[src/rtl/trs_pkg.sv]
// shared types, constants and helper function for the taylor sine block
package trs_pkg;

    // 2*pi in unsigned Q3.60
    localparam logic [63:0] TWO_PI_Q60 = 64'h6487ED5110B4611A;

    localparam int WORK_FRAC = 28;
    localparam logic [31:0] ONE = 32'd1 << WORK_FRAC;

    localparam int V_W  = 65;
    localparam int N_W  = 4;
    localparam int XM_W = 31;

    localparam logic [N_W-1:0] TERM_COUNT_RESET = 4'd5;

    // 1/((2k)(2k+1)) in unsigned Q32, rounded to nearest, for k = 1 .. 11
    localparam logic [31:0] RECIP_Q32 [0:10] = '{
        32'd715827883, 32'd214748365, 32'd102261126, 32'd59652324,
        32'd39045157,  32'd27531842,  32'd20452225,  32'd15790321,
        32'd12558384,  32'd10226113,  32'd8488078
    };

    // word moving through the reduction chain
    typedef struct packed {
        logic           valid;
        logic [N_W-1:0] n;
        logic [V_W-1:0] v;
    } t_red_bus;

    // word moving through the series chain; s is signed Q28
    typedef struct packed {
        logic              valid;
        logic [N_W-1:0]    n;
        logic              x_neg;
        logic [XM_W-1:0]   x_mag;
        logic [31:0]       x2;
        logic signed [31:0] s;
    } t_term_bus;

    // right shift with rounding of the magnitude, halves up
    function automatic logic [63:0] shr_round_u64(input logic [63:0] v, input int s);
        logic [63:0] q;
        q = v;
        if (s > 0) begin
            q = (v >> s) + ((v >> (s - 1)) & 64'd1);
        end
        return q;
    endfunction

endpackage

[src/rtl/trs_red_cell.sv]
// one conditional-subtract cell of the angle reduction chain
module trs_red_cell #(
    parameter logic [64:0] MODULUS = 65'd1
) (
    input  logic              i_clk,
    input  logic              i_rst_n,
    input  trs_pkg::t_red_bus i_bus,
    output trs_pkg::t_red_bus o_bus
);

    trs_pkg::t_red_bus r_bus;
    logic              ge;

    assign ge = (i_bus.v >= MODULUS);

    always_ff @(posedge i_clk) begin
        r_bus <= i_bus;
        if (ge) begin
            r_bus.v <= i_bus.v - MODULUS;
        end
        if (!i_rst_n) begin
            r_bus.valid <= 1'b0;
        end
    end

    assign o_bus = r_bus;

endmodule

[config.mk]
export PLATFORM = sky130hd
export DESIGN_NAME = trs_red_cell
export DESIGN_NICKNAME = d
export VERILOG_FILES = /design/src/rtl/trs_pkg.sv /design/src/rtl/trs_red_cell.sv
export SDC_FILE = /design/constraint.sdc
export NUM_CORES = 1
export LEC_CHECK = 0
export BUFFER_PORTS_ARGS = -buffer_cell sky130_fd_sc_hd__buf_4
export CAP_MARGIN = 20
export CORE_MARGIN = 4
export CORE_UTILIZATION = 43
export DETAILED_ROUTE_END_ITERATION = 12
export GPL_TIMING_DRIVEN = 0
export PLACE_DENSITY_LB_ADDON = 0.05
export SETUP_SLACK_MARGIN = 0.4
export SYNTH_ARGS = -nofsm -noshare
export SYNTH_HDL_FRONTEND = slang
export SYNTH_SLANG_ARGS = --single-unit
[constraint.sdc]
create_clock -name i_clk -period 2.5 [get_ports i_clk]
set_input_delay 0 -clock i_clk [delete_from_list [all_inputs] [get_ports i_clk]]
set_output_delay 0 -clock i_clk [all_outputs]
set_load 0.02 [all_outputs]
Yosys cells after proc, flatten, opt, wreduce, memory -nomap -nowiden
Index checks and enable logic that the tools add are counted.
- bits in latches: 0
- RAM bits: 0
- register bits: 70
- logic and storage cells: 6
- input bits: 72
- output and inout bits: 70
- memories: 0
- ROM bits: 0
- add/subtract/negate cells: 1
- multiplexer cells: 1
- reduce and logical (&&, ||, !) cells: 0
- order comparisons: 1
- shifts and indexed selects: 0
- divide/modulo/power cells: 0
- equal/unequal tests: 0
- bitwise operators: 0
- multiply operators: 0
- operators by type and width (kind ; number):
    $ge A65 B1 Y1 const B ; 1
    $mux W65 ; 1
    $sub A65 B1 Y65 const B ; 1

Longest topological paths before layout
- depth in word-level cells: 2
- mapped depth: 9
- gate-level depth less buffers: 7

Least setup slack after synthesis
Ideal clock, no wire load.
- kind: in2reg
- start point: input i_bus[19] (netlist name)
- end point: register r_bus (netlist bit o_bus[45])
- setup slack: 0.321 ns
- arrival time: 2.108 ns
- stages on the path: 9
- buffers on the path: 3
- setup time: 0.072 ns
- required time: 2.428 ns
- cell sequence: or4_4 > or3_1 > and4bb_1 > buf_6 > a311oi_2 > buf_6 > buf_12 > nor4_4 > xor2_1
- cells in the longest elaborated chain, start to end: 2
- elaborated cells on any way between the ends: 3
- those cells by class: add/sub (1); order compare (1); mux (1)
- ends and longest elaborated chain (what ; RTL line ; source):
    start: declaration ; trs_red_cell.sv:7 ; input trs_pkg::t_red_bus i_bus,
    $sub A65 B1 Y65 or $ge A65 B1 Y1 (tied branches) ; trs_red_cell.sv:19, trs_red_cell.sv:14 ;
    $mux W65 (*) ; trs_red_cell.sv:18 ; if (ge) begin
    end signal: assignment ; trs_red_cell.sv:17 ; r_bus <= i_bus;
    end: declaration ; trs_red_cell.sv:11 ; trs_pkg::t_red_bus r_bus;
Mark *: on every way between the ends. The rest lies on a longest branch, timed or not.
A chain may end at the register's enable or synchronous reset.

Worst setup path after layout
- start point: input i_bus[19] (netlist name)
- end point: register r_bus (netlist bit o_bus[60])
The elaborated chain is that of the path after synthesis.

==> impl_metrics.csv <==
group,metric,value,unit
sta,fmax,476.4,MHz
sta,fin_crit,2.099,ns
sta,worst_slew_pin_slew,0.7412,ns
cells_and_area,drive_gt1_share,41.73,%
worst_hold_path,whs_path_depth,4,
routing,drt_iter0_drc,117,
pwr,ir_drop,0.0002934,V
cts,cts.sinks,70,
critical_path,worst_setup_path_start_kind,"input pin",
die,row_count,32,
die,start_util,44.47,%
synthesis,ys_seq_elements,70,
critical_path,cp_max_fo,10,
cells_and_area,nNetsFinal,638,
synthesis,synthesis.area,3472,um2
cells_and_area,fillers,538,
synthesis,synth_adder_area_share,0.7207,%
global_routing,grt-ovfl-total,0,
die,die_area,9577,um2
sta,hold_slack,0.01071,ns
routing,ant_nets,0,
die,fp.dieH,97.86,um
synthesis,synth-main-ff-cell,"dfxtp_1",
synthesis,synth_top_family_by_area,"simple AND/OR/NAND/NOR gates",
critical_path,critical_path.endpoint_type,"flop",
critical_path,path_class,"in2reg",
synthesis,synth_cell_type_count,47,
synthesis,synth_seq_area_share,40.36,%
die,fp.dieW,97.86,um
synthesis,avgSynthCellArea,10.68,um2
synthesis,synthSimpleGateAreaFrac,23.21,%
run,drv_cap,0,
pwr,power_leakage,2.384,nW
cts,cts_buffer_depth,2,
global_routing,grt_pass1_vias,3762,
sta,setup_viol,0,
synthesis,muxShareOfSynthArea,0,%
routing,post_drt_wl_per_cell,17.56,um
global_routing,grt_pass1_wl,18710,um
routing,drc_errors,0,
sta,slew_viol_final,0,
synthesis,synth_xor_area_share,15.64,%
cells_and_area,finish.instance_area,5936,um2
global_routing,grt_usage,24.22,%
global_routing,grt_start_max_net_pins,12,
synthesis,synthArstFlopShare,0,%
cells_and_area,layout_common_cells,"149 x buf_4, 76 x dlygate4sd3_1, 70 x dfxtp_1",
pwr,power_density,438.6,nW/um2
global_routing,grt_antenna_before_repair,0,
run_status,outcome,"completed",
cts,cts-htree-levels,3,
die,io_pins,142,
synthesis,synth-warning-count,0,
critical_path,crit_arrival,2.36,ns
cells_and_area,area_growth,70.95,%
cells_and_area,largest_register_ffs,70,
routing,vias,3540,
cts,cts_inserted_buffers,9,
die,core_area,7807,um2
routing,vias_per_cell,5.284,
synthesis,syn_nets,399,
place,place.gp.congestion,0.8853,
worst_hold_path,worstHoldPathType,"in2reg",
place,io_buffers,141,
cts,root_buffer,"clkbuf_8",
place,dpl_cell_area,4763,um2
critical_path,cp.required,2.76,ns
sta,relSlewSlack,50.59,%
synthesis,synth-compound-area-share,16.43,%
cts,cts_tree,"done",
cells_and_area,antennaDiodeCount,0,
cts,clk_pin_slew_worst_paths,0.07,ns
synthesis,syn_inst,325,
routing,drt-total-wl,11760,um
place,dp_hpwl,7620,um
synthesis,synth_edf_count,0,
sta,rsz0062_at_grt,"true",
pwr,finalPower,2.603,mW
cells_and_area,mostFrequentLayoutCell,"buf_4",
sta,finalCritPeriodShare,83.97,%
routing,drt-pass1-iter-count,4,
sta,finalHoldViolCount,0,
worst paths after layout:
check      start           endpoint
min    i_bus[34]  o_bus[37]$_DFF_P_
max    i_bus[19]  o_bus[60]$_DFF_P_
cells in the mapped netlist (2+ instances only):
cell type | number | area [um2]
dfxtp_1 | 70 | 1401
xor2_1 | 45 | 394.1
nor3_1 | 17 | 85.08
xnor2_1 | 17 | 148.9
nor2_1 | 16 | 60.06
a21oi_1 | 14 | 70.07
nand2_1 | 11 | 41.29
or3_1 | 11 | 68.82
nand3_1 | 10 | 50.05
nand4_1 | 10 | 62.56
or4_1 | 9 | 67.56
a2111oi_2 | 8 | 120.1
a211oi_2 | 8 | 100.1
nor4_1 | 8 | 50.05
a2111oi_4 | 6 | 165.2
nor4_4 | 5 | 106.4
buf_2 | 4 | 20.02
buf_6 | 4 | 45.04
clkbuf_1 | 4 | 15.01
inv_1 | 4 | 15.01
and2_1 | 3 | 18.77
nand2b_1 | 3 | 18.77
o2111ai_1 | 3 | 26.28
o211ai_1 | 3 | 22.52
o21ai_0 | 3 | 15.01
or2_2 | 3 | 18.77
and3_1 | 2 | 12.51
ha_1 | 2 | 25.02
nor3_2 | 2 | 20.02
nor4b_2 | 2 | 30.03
or4_4 | 2 | 22.52
through the flow:
step / setup TNS [ns] / util, % / worst slack, ns / std cells
after floorplan: 0 / - / 0.3379 / 325
after global placement: -3.445 / 61.01 / -0.2601 / 568
after detailed placement: -4.738 / 61.01 / -0.2288 / 568
after CTS: 0 / 74.42 / 0.4153 / 667
after global routing: 0 / 76.03 / 0.2958 / 670
final: 0 / 76.03 / 0.4008 / 670
where the power goes:
group	leakage (nW)	internal, mW	switching (mW)	total, mW
Clock	0.0952	0.479	0.405	0.885
Combinational	1.70	0.275	0.248	0.522
Sequential	0.591	1.18	0.0180	1.20
cell type report:
type,count,area (um2),share of cell area (%)
buffer,15,152.6,2.572
clock inverter,4,47.55,0.8010
inverter,4,15.01,0.2530
clock buffer,11,141.4,2.382
tap,102,127.6,2.150
multi-input combinational,236,2130,35.88
sequential,70,1401,23.61
timing repair buffer,228,1921,32.36
metal layers:
metal | part of all wire, % | track usage [%] | up-vias | wire, um
met1 | 38 | 26.39 | 1701 | 4498
met3 | 7.0 | 7.214 | 29 | 825
met2 | 53 | 44.19 | 135 | 6200
met4 | 2.0 | 8.733 | 0 | 241
li1 | - | - | 1675 | -
met5 | 0 | 0 | - | 0
cell families (layout without fill, tap and decap cells):
group / count (synthesis) / after routing
adder cells (fa/ha/maj): 2 / 2
AO/OA/AOI/OAI: 51 / 51
AND/OR/NAND/NOR: 121 / 121
XOR/XNOR: 62 / 62
flip-flops: 70 / 70
buffers and inverters: 19 / 262
critical path: stages:
cell and delay [ns]:
buf_4 0.12, or4_4 0.57, or3_4 0.38, and4bb_1 0.29
buf_6 0.14, a311oi_4 0.13, buf_6 0.18, buf_6 0.16
a211oi_2 0.20, xor2_1 0.19
what timing repair did:
item | CTS | global route
setup endpoints to repair | 49 | 50
cloned | 2 | 0
resized for setup | 6 | 20
buffers inserted | 6 | 3
hold buffers | 76 | 0
pin swaps | 4 | 15
hold endpoints to repair | 68 | 0
No activity file was read; power rests on OpenSTA's default activity.
