===== config.mk =====
export PLATFORM = sky130hd
export DESIGN_NAME = trs_term_cell
export DESIGN_NICKNAME = d
export VERILOG_FILES = /design/src/rtl/trs_pkg.sv /design/src/rtl/trs_term_cell.sv
export SDC_FILE = /design/constraint.sdc
export NUM_CORES = 2
export LEC_CHECK = 0
export BUFFER_PORTS_ARGS = -buffer_cell sky130_fd_sc_hd__buf_4
export CAP_MARGIN = 10
export CELL_PAD_IN_SITES_DETAIL_PLACEMENT = 1
export CELL_PAD_IN_SITES_GLOBAL_PLACEMENT = 1
export CORE_MARGIN = 10
export CORE_UTILIZATION = 47
export CTS_CLUSTER_SIZE = 30
export DETAILED_ROUTE_END_ITERATION = 12
export GPL_TIMING_DRIVEN = 0
export PLACE_DENSITY = 0.87
export SYNTH_ARGS = -nofsm -noshare
export SYNTH_HDL_FRONTEND = slang
export SYNTH_SLANG_ARGS = --single-unit

===== constraint.sdc =====
create_clock -name i_clk -period 9 [get_ports i_clk]
set_clock_uncertainty 0.1 [all_clocks]
set_input_delay 1.35 -clock i_clk [delete_from_list [all_inputs] [get_ports i_clk]]
set_output_delay 1.35 -clock i_clk [all_outputs]
set_load 0.05 [all_outputs]

===== src/rtl/trs_pkg.sv =====
// shared types, constants and helper function for the taylor sine block
package trs_pkg;

    // 2*pi in unsigned Q3.60
    localparam logic [63:0] TWO_PI_Q60 = 64'h6487ED5110B4611A;

    localparam int WORK_FRAC = 28;
    localparam logic [31:0] ONE = 32'd1 << WORK_FRAC;

    localparam int V_W  = 65;
    localparam int N_W  = 4;
    localparam int XM_W = 31;

    localparam logic [N_W-1:0] TERM_COUNT_RESET = 4'd5;

    // 1/((2k)(2k+1)) in unsigned Q32, rounded to nearest, for k = 1 .. 11
    localparam logic [31:0] RECIP_Q32 [0:10] = '{
        32'd715827883, 32'd214748365, 32'd102261126, 32'd59652324,
        32'd39045157,  32'd27531842,  32'd20452225,  32'd15790321,
        32'd12558384,  32'd10226113,  32'd8488078
    };

    // word moving through the reduction chain
    typedef struct packed {
        logic           valid;
        logic [N_W-1:0] n;
        logic [V_W-1:0] v;
    } t_red_bus;

    // word moving through the series chain; s is signed Q28
    typedef struct packed {
        logic              valid;
        logic [N_W-1:0]    n;
        logic              x_neg;
        logic [XM_W-1:0]   x_mag;
        logic [31:0]       x2;
        logic signed [31:0] s;
    } t_term_bus;

    // right shift with rounding of the magnitude, halves up
    function automatic logic [63:0] shr_round_u64(input logic [63:0] v, input int s);
        logic [63:0] q;
        q = v;
        if (s > 0) begin
            q = (v >> s) + ((v >> (s - 1)) & 64'd1);
        end
        return q;
    endfunction

endpackage


===== src/rtl/trs_term_cell.sv =====
// one nested series cell: s_out = 1 - (x^2 / ((2k)(2k+1))) * s_in, three stages
module trs_term_cell #(
    parameter int K = 1
) (
    input  logic               i_clk,
    input  logic               i_rst_n,
    input  trs_pkg::t_term_bus i_bus,
    output trs_pkg::t_term_bus o_bus
);

    localparam logic [31:0] RECIP = trs_pkg::RECIP_Q32[K-1];

    trs_pkg::t_term_bus r_a;
    trs_pkg::t_term_bus r_b;
    trs_pkg::t_term_bus r_c;
    logic [63:0]        r_pg;
    logic [63:0]        r_mg;

    logic [31:0]        g;
    logic [31:0]        s_abs;
    logic [35:0]        t;
    logic [35:0]        s_new;
    logic               active;
    logic signed [31:0] n_s;

    // stage a: x^2 times the factor
    always_ff @(posedge i_clk) begin
        r_a  <= i_bus;
        r_pg <= 64'(i_bus.x2) * 64'(RECIP);
        if (!i_rst_n) begin
            r_a.valid <= 1'b0;
        end
    end

    // stage b: round the factor product, multiply by |s|
    always_comb begin
        g     = r_pg[63:32] + 32'(r_pg[31]);
        s_abs = r_a.s[31] ? 32'(-r_a.s) : 32'(r_a.s);
    end

    always_ff @(posedge i_clk) begin
        r_b  <= r_a;
        r_mg <= 64'(g) * 64'(s_abs);
        if (!i_rst_n) begin
            r_b.valid <= 1'b0;
        end
    end

    // stage c: one minus the rounded product; cells past the term count pass s on
    always_comb begin
        t      = 36'(r_mg[63:28]) + 36'(r_mg[27]);
        s_new  = r_b.s[31] ? (36'(trs_pkg::ONE) + t) : (36'(trs_pkg::ONE) - t);
        active = (trs_pkg::N_W'(K) < r_b.n);
        n_s    = active ? $signed(s_new[31:0]) : r_b.s;
    end

    always_ff @(posedge i_clk) begin
        r_c   <= r_b;
        r_c.s <= n_s;
        if (!i_rst_n) begin
            r_c.valid <= 1'b0;
        end
    end

    assign o_bus = r_c;

endmodule


* Word-level counts from Yosys, hierarchy flattened
Cells that the tools add are included.
Widths: inputs -> output; s select.
** Cells by class
- Multiplexer cells :: 3
- $mul :: 2
- $add $sub $neg :: 5
- Magnitude comparators :: 1
** Operator list (number)
- $mux 32 :: 3
- $mul 32x30->62 const B :: 1
- $mul 31x32->60 :: 1
- $add 29x32->32 const A :: 1
- $add 32x1->32 :: 1
- $neg 32->32 :: 1
- $sub 29x32->32 const A :: 1
- $add 30x1->31 :: 1
- $lt 1x4->1 const A :: 1
** Storage, ports and cells
- Output and inout port bits :: 101
- Bits in registers :: 425
- Input port bits :: 103

* Logic depth before layout (Yosys ltp)
- Depth in word-level cells :: 4
- Gate-level depth with buffers :: 36
- Depth with buffers taken out :: 34

* Worst setup path after synthesis
Ideal clock, no wire load.
- Kind :: flip-flop to flip-flop
- Start :: register r_a[0] (netlist bit)
- End :: register r_mg[59]
- Arrival time :: 8894 ps
- Cell stages (with the launch flop) :: 33
- Required time :: 8779 ps
- Path slack :: -115 ps
- Buffers on the path :: 3
- Clock period less this slack :: 9115 ps
- Cell sequence :: dfxtp_1 -> clkbuf_1 -> inv_1 -> clkbuf_1 -> ha_1 -> nand3_1 -> or2_2 -> o31ai_1 -> xor2_1 -> buf_4 -> nor2_1 -> fa_1 -> fa_1 -> inv_1 -> fa_1 -> fa_1 -> fa_1 -> inv_1 -> fa_1 -> fa_1 -> fa_1 -> ha_1 -> nand2_1 -> o21ai_0 -> a31oi_1 -> a2111oi_0 -> a21oi_1 -> o21ai_1 -> o2bb2ai_1 -> a31oi_1 -> o21ai_0 -> a21oi_1 -> xnor2_1
** Between the ends
- Word-level cells in the longest chain between the ends :: 3
** Ends and longest elaborated chain
- start: declaration :: line trs_term_cell.sv:13 : trs_pkg::t_term_bus r_a;
- start signal: assignment :: line trs_term_cell.sv:28 : r_a <= i_bus;
- $neg 32->32 :: line trs_term_cell.sv:38 : s_abs = r_a.s[31] ? 32'(-r_a.s) : 32'(r_a.s);
- $mux 32 * :: line trs_term_cell.sv:38
- $mul 31x32->60 * :: line trs_term_cell.sv:43 : r_mg <= 64'(g) * 64'(s_abs);
- end signal: assignment :: line trs_term_cell.sv:43
- end: declaration :: line trs_term_cell.sv:17 : logic [63:0] r_mg;
Mark *: on every way between the ends. The rest lies on a longest branch, timed or not.
A chain may end at the register's enable or synchronous reset.

* Worst setup path after layout
Same ends and word-level chain as after synthesis.

==> impl_metrics.json <==
{
  "status": "finished with violations",
  "violations": "negative setup slack",
  "setup-violations-final": 32,
  "drtAntennaViolNets": 0,
  "initial_core_util_pct": 47.5,
  "area_growth_pct": 18.0,
  "cpMaxStageDelayCell": "fa_1",
  "ys_types": 84,
  "grt_pass1_wl_um": 346000,
  "synth_cells": 5689,
  "maxSlewHeadroom_pct": 9.84,
  "cts-buffers-inserted": 42,
  "crit_path_max_incr_delay_ps": 1040,
  "wl_per_cell_um": 33.5,
  "critPathCaptureType": "flop",
  "cp.required_ps": 9410,
  "drive_gt1_share_pct": 15.0,
  "htree_num_levels": 2,
  "clockRootBuffer": "clkbuf_16",
  "fin_crit_sh_pct": 118,
  "cp_common_cell": "fa_1",
  "r2r_cells": 35,
  "cts_buffer_depth": 3,
  "cts_tree": "built",
  "r2r_end": "r_mg[59]",
  "ioPinCount": 204,
  "async_reset_ff_share_pct": 0,
  "hold_class": "reg2reg",
  "core_um2": 117000,
  "syn_avg_cell_area_um2": 9.73,
  "nets": 8041,
  "drc": 0,
  "drtIter0Drc": 5444,
  "fmax_ghz": 0.0939,
  "worstMarginPinSlew_ps": 1350,
  "crit_type": "reg2reg",
  "clkTransAtPathRegs_ps": 60,
  "ctsHoldBuffers": 0,
  "synth_edf_count": 0,
  "die_area_um2": 132000,
  "drt_first_pass_iters": 9,
  "min_from": "r_b[60]",
  "num_rows": 125,
  "grt_max_degree": 15,
  "syn_area_um2": 55300,
  "finalHoldViolCount": 0,
  "antenna_found_initial": 41,
  "worstSetupStartpointType": "flop",
  "setup_ws_ps": -1650,
  "die_h_um": 363,
  "num_vias": 47951,
  "grt_util_all_layers_pct": 35.9,
  "num-fill-cells": 12775,
  "io_buffers": 203,
  "yosys_warnings": 0,
  "synth-seq-area-share_pct": 13.3,
  "synth_nets": 7615,
  "ys_ff_latch": 367,
  "drv_slew": 0,
  "cp.arrival_ps": 11060,
  "wirelength_um": 258000,
  "crit_fanout": 10,
  "hold_depth": 0,
  "fin_crit_ps": 10650,
  "overflow": 0,
  "rsz0062_at_grt": "true",
  "clock_sinks": 367,
  "cap_viol_max_count": 0,
  "gp_congestion": 1.08,
  "setup-tns-final_ps": -31240,
  "clk_latency_ps": 670,
  "ys.flop_type": "dfxtp_1",
  "ff2ff_setup_slack_ps": -1650,
  "dp_hpwl_um": 179000,
  "critPathBufInv": 10,
  "critPathTopFamily": "adder cells",
  "die_w_um": 363,
  "vias_per_cell": 6.24,
  "whs_endpoint": "o_bus[60]",
  "grt_pass1_vias": 52957,
  "r2r-start": "r_a[0]"
}
[layer usage]
| metal | up-vias | GRT usage, % | share of wire, % | routed length (um) |
|---|---|---|---|---|
| met3 | 1915 | 13.5 | 14 | 36800 |
| met4 | 48 | 28.7 | 11 | 28300 |
| met1 | 23996 | 38.9 | 31 | 80600 |
| li1 | 17876 | - | - | - |
| met5 | - | 0 | 0.36 | 927 |
| met2 | 4116 | 56.2 | 43 | 111000 |
[cells by family after synthesis]
family | after synthesis | share of synthesized area (%)
AOI/OAI and AO/OA | 356 | 4.17
xor gates and xnor gates | 234 | 3.70
adders and majority gates | 1823 | 57.8
buffers and inverters | 1491 | 10.2
DFF | 367 | 13.3
muxes | 7 | 0.136
and+or+nand+nor | 1411 | 10.7
[layout make-up]
| type | instances | area [um2] | area share (%) |
|---|---|---|---|
| inverter | 1313 | 4930 | 7.55 |
| multi-input combinational | 3831 | 44900 | 68.8 |
| timing repair buffer | 387 | 3270 | 5.01 |
| tap | 1524 | 1910 | 2.92 |
| clock buffer | 49 | 1110 | 1.70 |
| sequential | 367 | 7370 | 11.3 |
| antenna | 18 | 45.0 | 0.0690 |
| clock inverter | 28 | 415 | 0.636 |
| buffer | 173 | 1360 | 2.08 |
[how the worst max path moves through the flow]
stage	start	slack [ps]	end	cells past startpoint
6_report	r_a[0]	-1650	r_mg[59]	35
2_1_floorplan	r_a[10]	7	r_mg[59]	29
5_1_grt	r_a[0]	-1530	r_mg[59]	37
3_3_place_gp	r_a[0]	-3980	r_mg[59]	33
4_1_cts	r_a[0]	-520	r_mg[56]	35
3_5_place_dp	r_a[0]	-4240	r_mg[59]	33
[synthesized netlist by cell type (6+ instances only)]
master    instances  share of area (%)
xnor2_1         138                2.2
nand4_1          25               0.28
inv_1          1312                8.9
o21a_1           14               0.19
dfxtp_1         367                 13
nor3_1           21               0.19
nand2_1         548                3.7
clkbuf_1        160                1.1
and3_1           24               0.27
a21o_1           36               0.49
a211oi_1         10               0.14
o21ai_0          71               0.64
nor2_1          623                4.2
mux2i_1           6               0.11
o21ai_1           6              0.054
and2_1           39               0.44
or2_2             9               0.10
nor2b_1          10               0.11
nand2b_1         18               0.20
a31oi_1          22               0.25
a211o_1           6              0.095
xor2_1           96                1.5
fa_1           1224                 44
and4_1            6              0.095
o21bai_1         10               0.14
ha_1            599                 14
nor4_1           13               0.15
o31ai_1           9               0.12
nand3_1          42               0.38
buf_2            10              0.090
or3_1             7              0.079
a21oi_1         111                1.0
[per-stage QoR]
stage	hold WS, ps	area [um2]	instances	setup WS (ps)	utilization [%]
2_1_floorplan	210	55400	5689	7.40	-
3_5_place_dp	213	59100	7432	-4240	50.7
4_1_cts	221	63500	7601	-518	54.5
3_3_place_gp	209	58800	7416	-3980	50.5
6_report	212	65300	7690	-1650	56.0
5_1_grt	223	65300	7677	-1530	56.0
[cell usage in the layout (no fill, tap or decap), drive strengths merged, types with 111 or more instances in the layout]
| cell | instances |
|---|---|
| inv | 1315 |
| nand2 | 549 |
| buf | 438 |
| nor2 | 623 |
| ha | 599 |
| dfxtp | 367 |
| a21oi | 111 |
| fa | 1224 |
| xnor2 | 138 |
| clkbuf | 169 |
[registers in the layout (all words and copies together), names as in the netlist]
name	flops
r_pg	31
r_b	101
o_bus	101
r_mg	33
r_a	101
[repair_timing]
item	in CTS	in global routing
gates resized for setup	474	295
pin swaps	107	127
gates cloned	0	1
buffers inserted	95	71
endpoints found under the setup margin	38	45
Power is left out: the tool's default activity adds up to more than one toggle a clock period on the data nets, which glitch-free logic cannot reach.
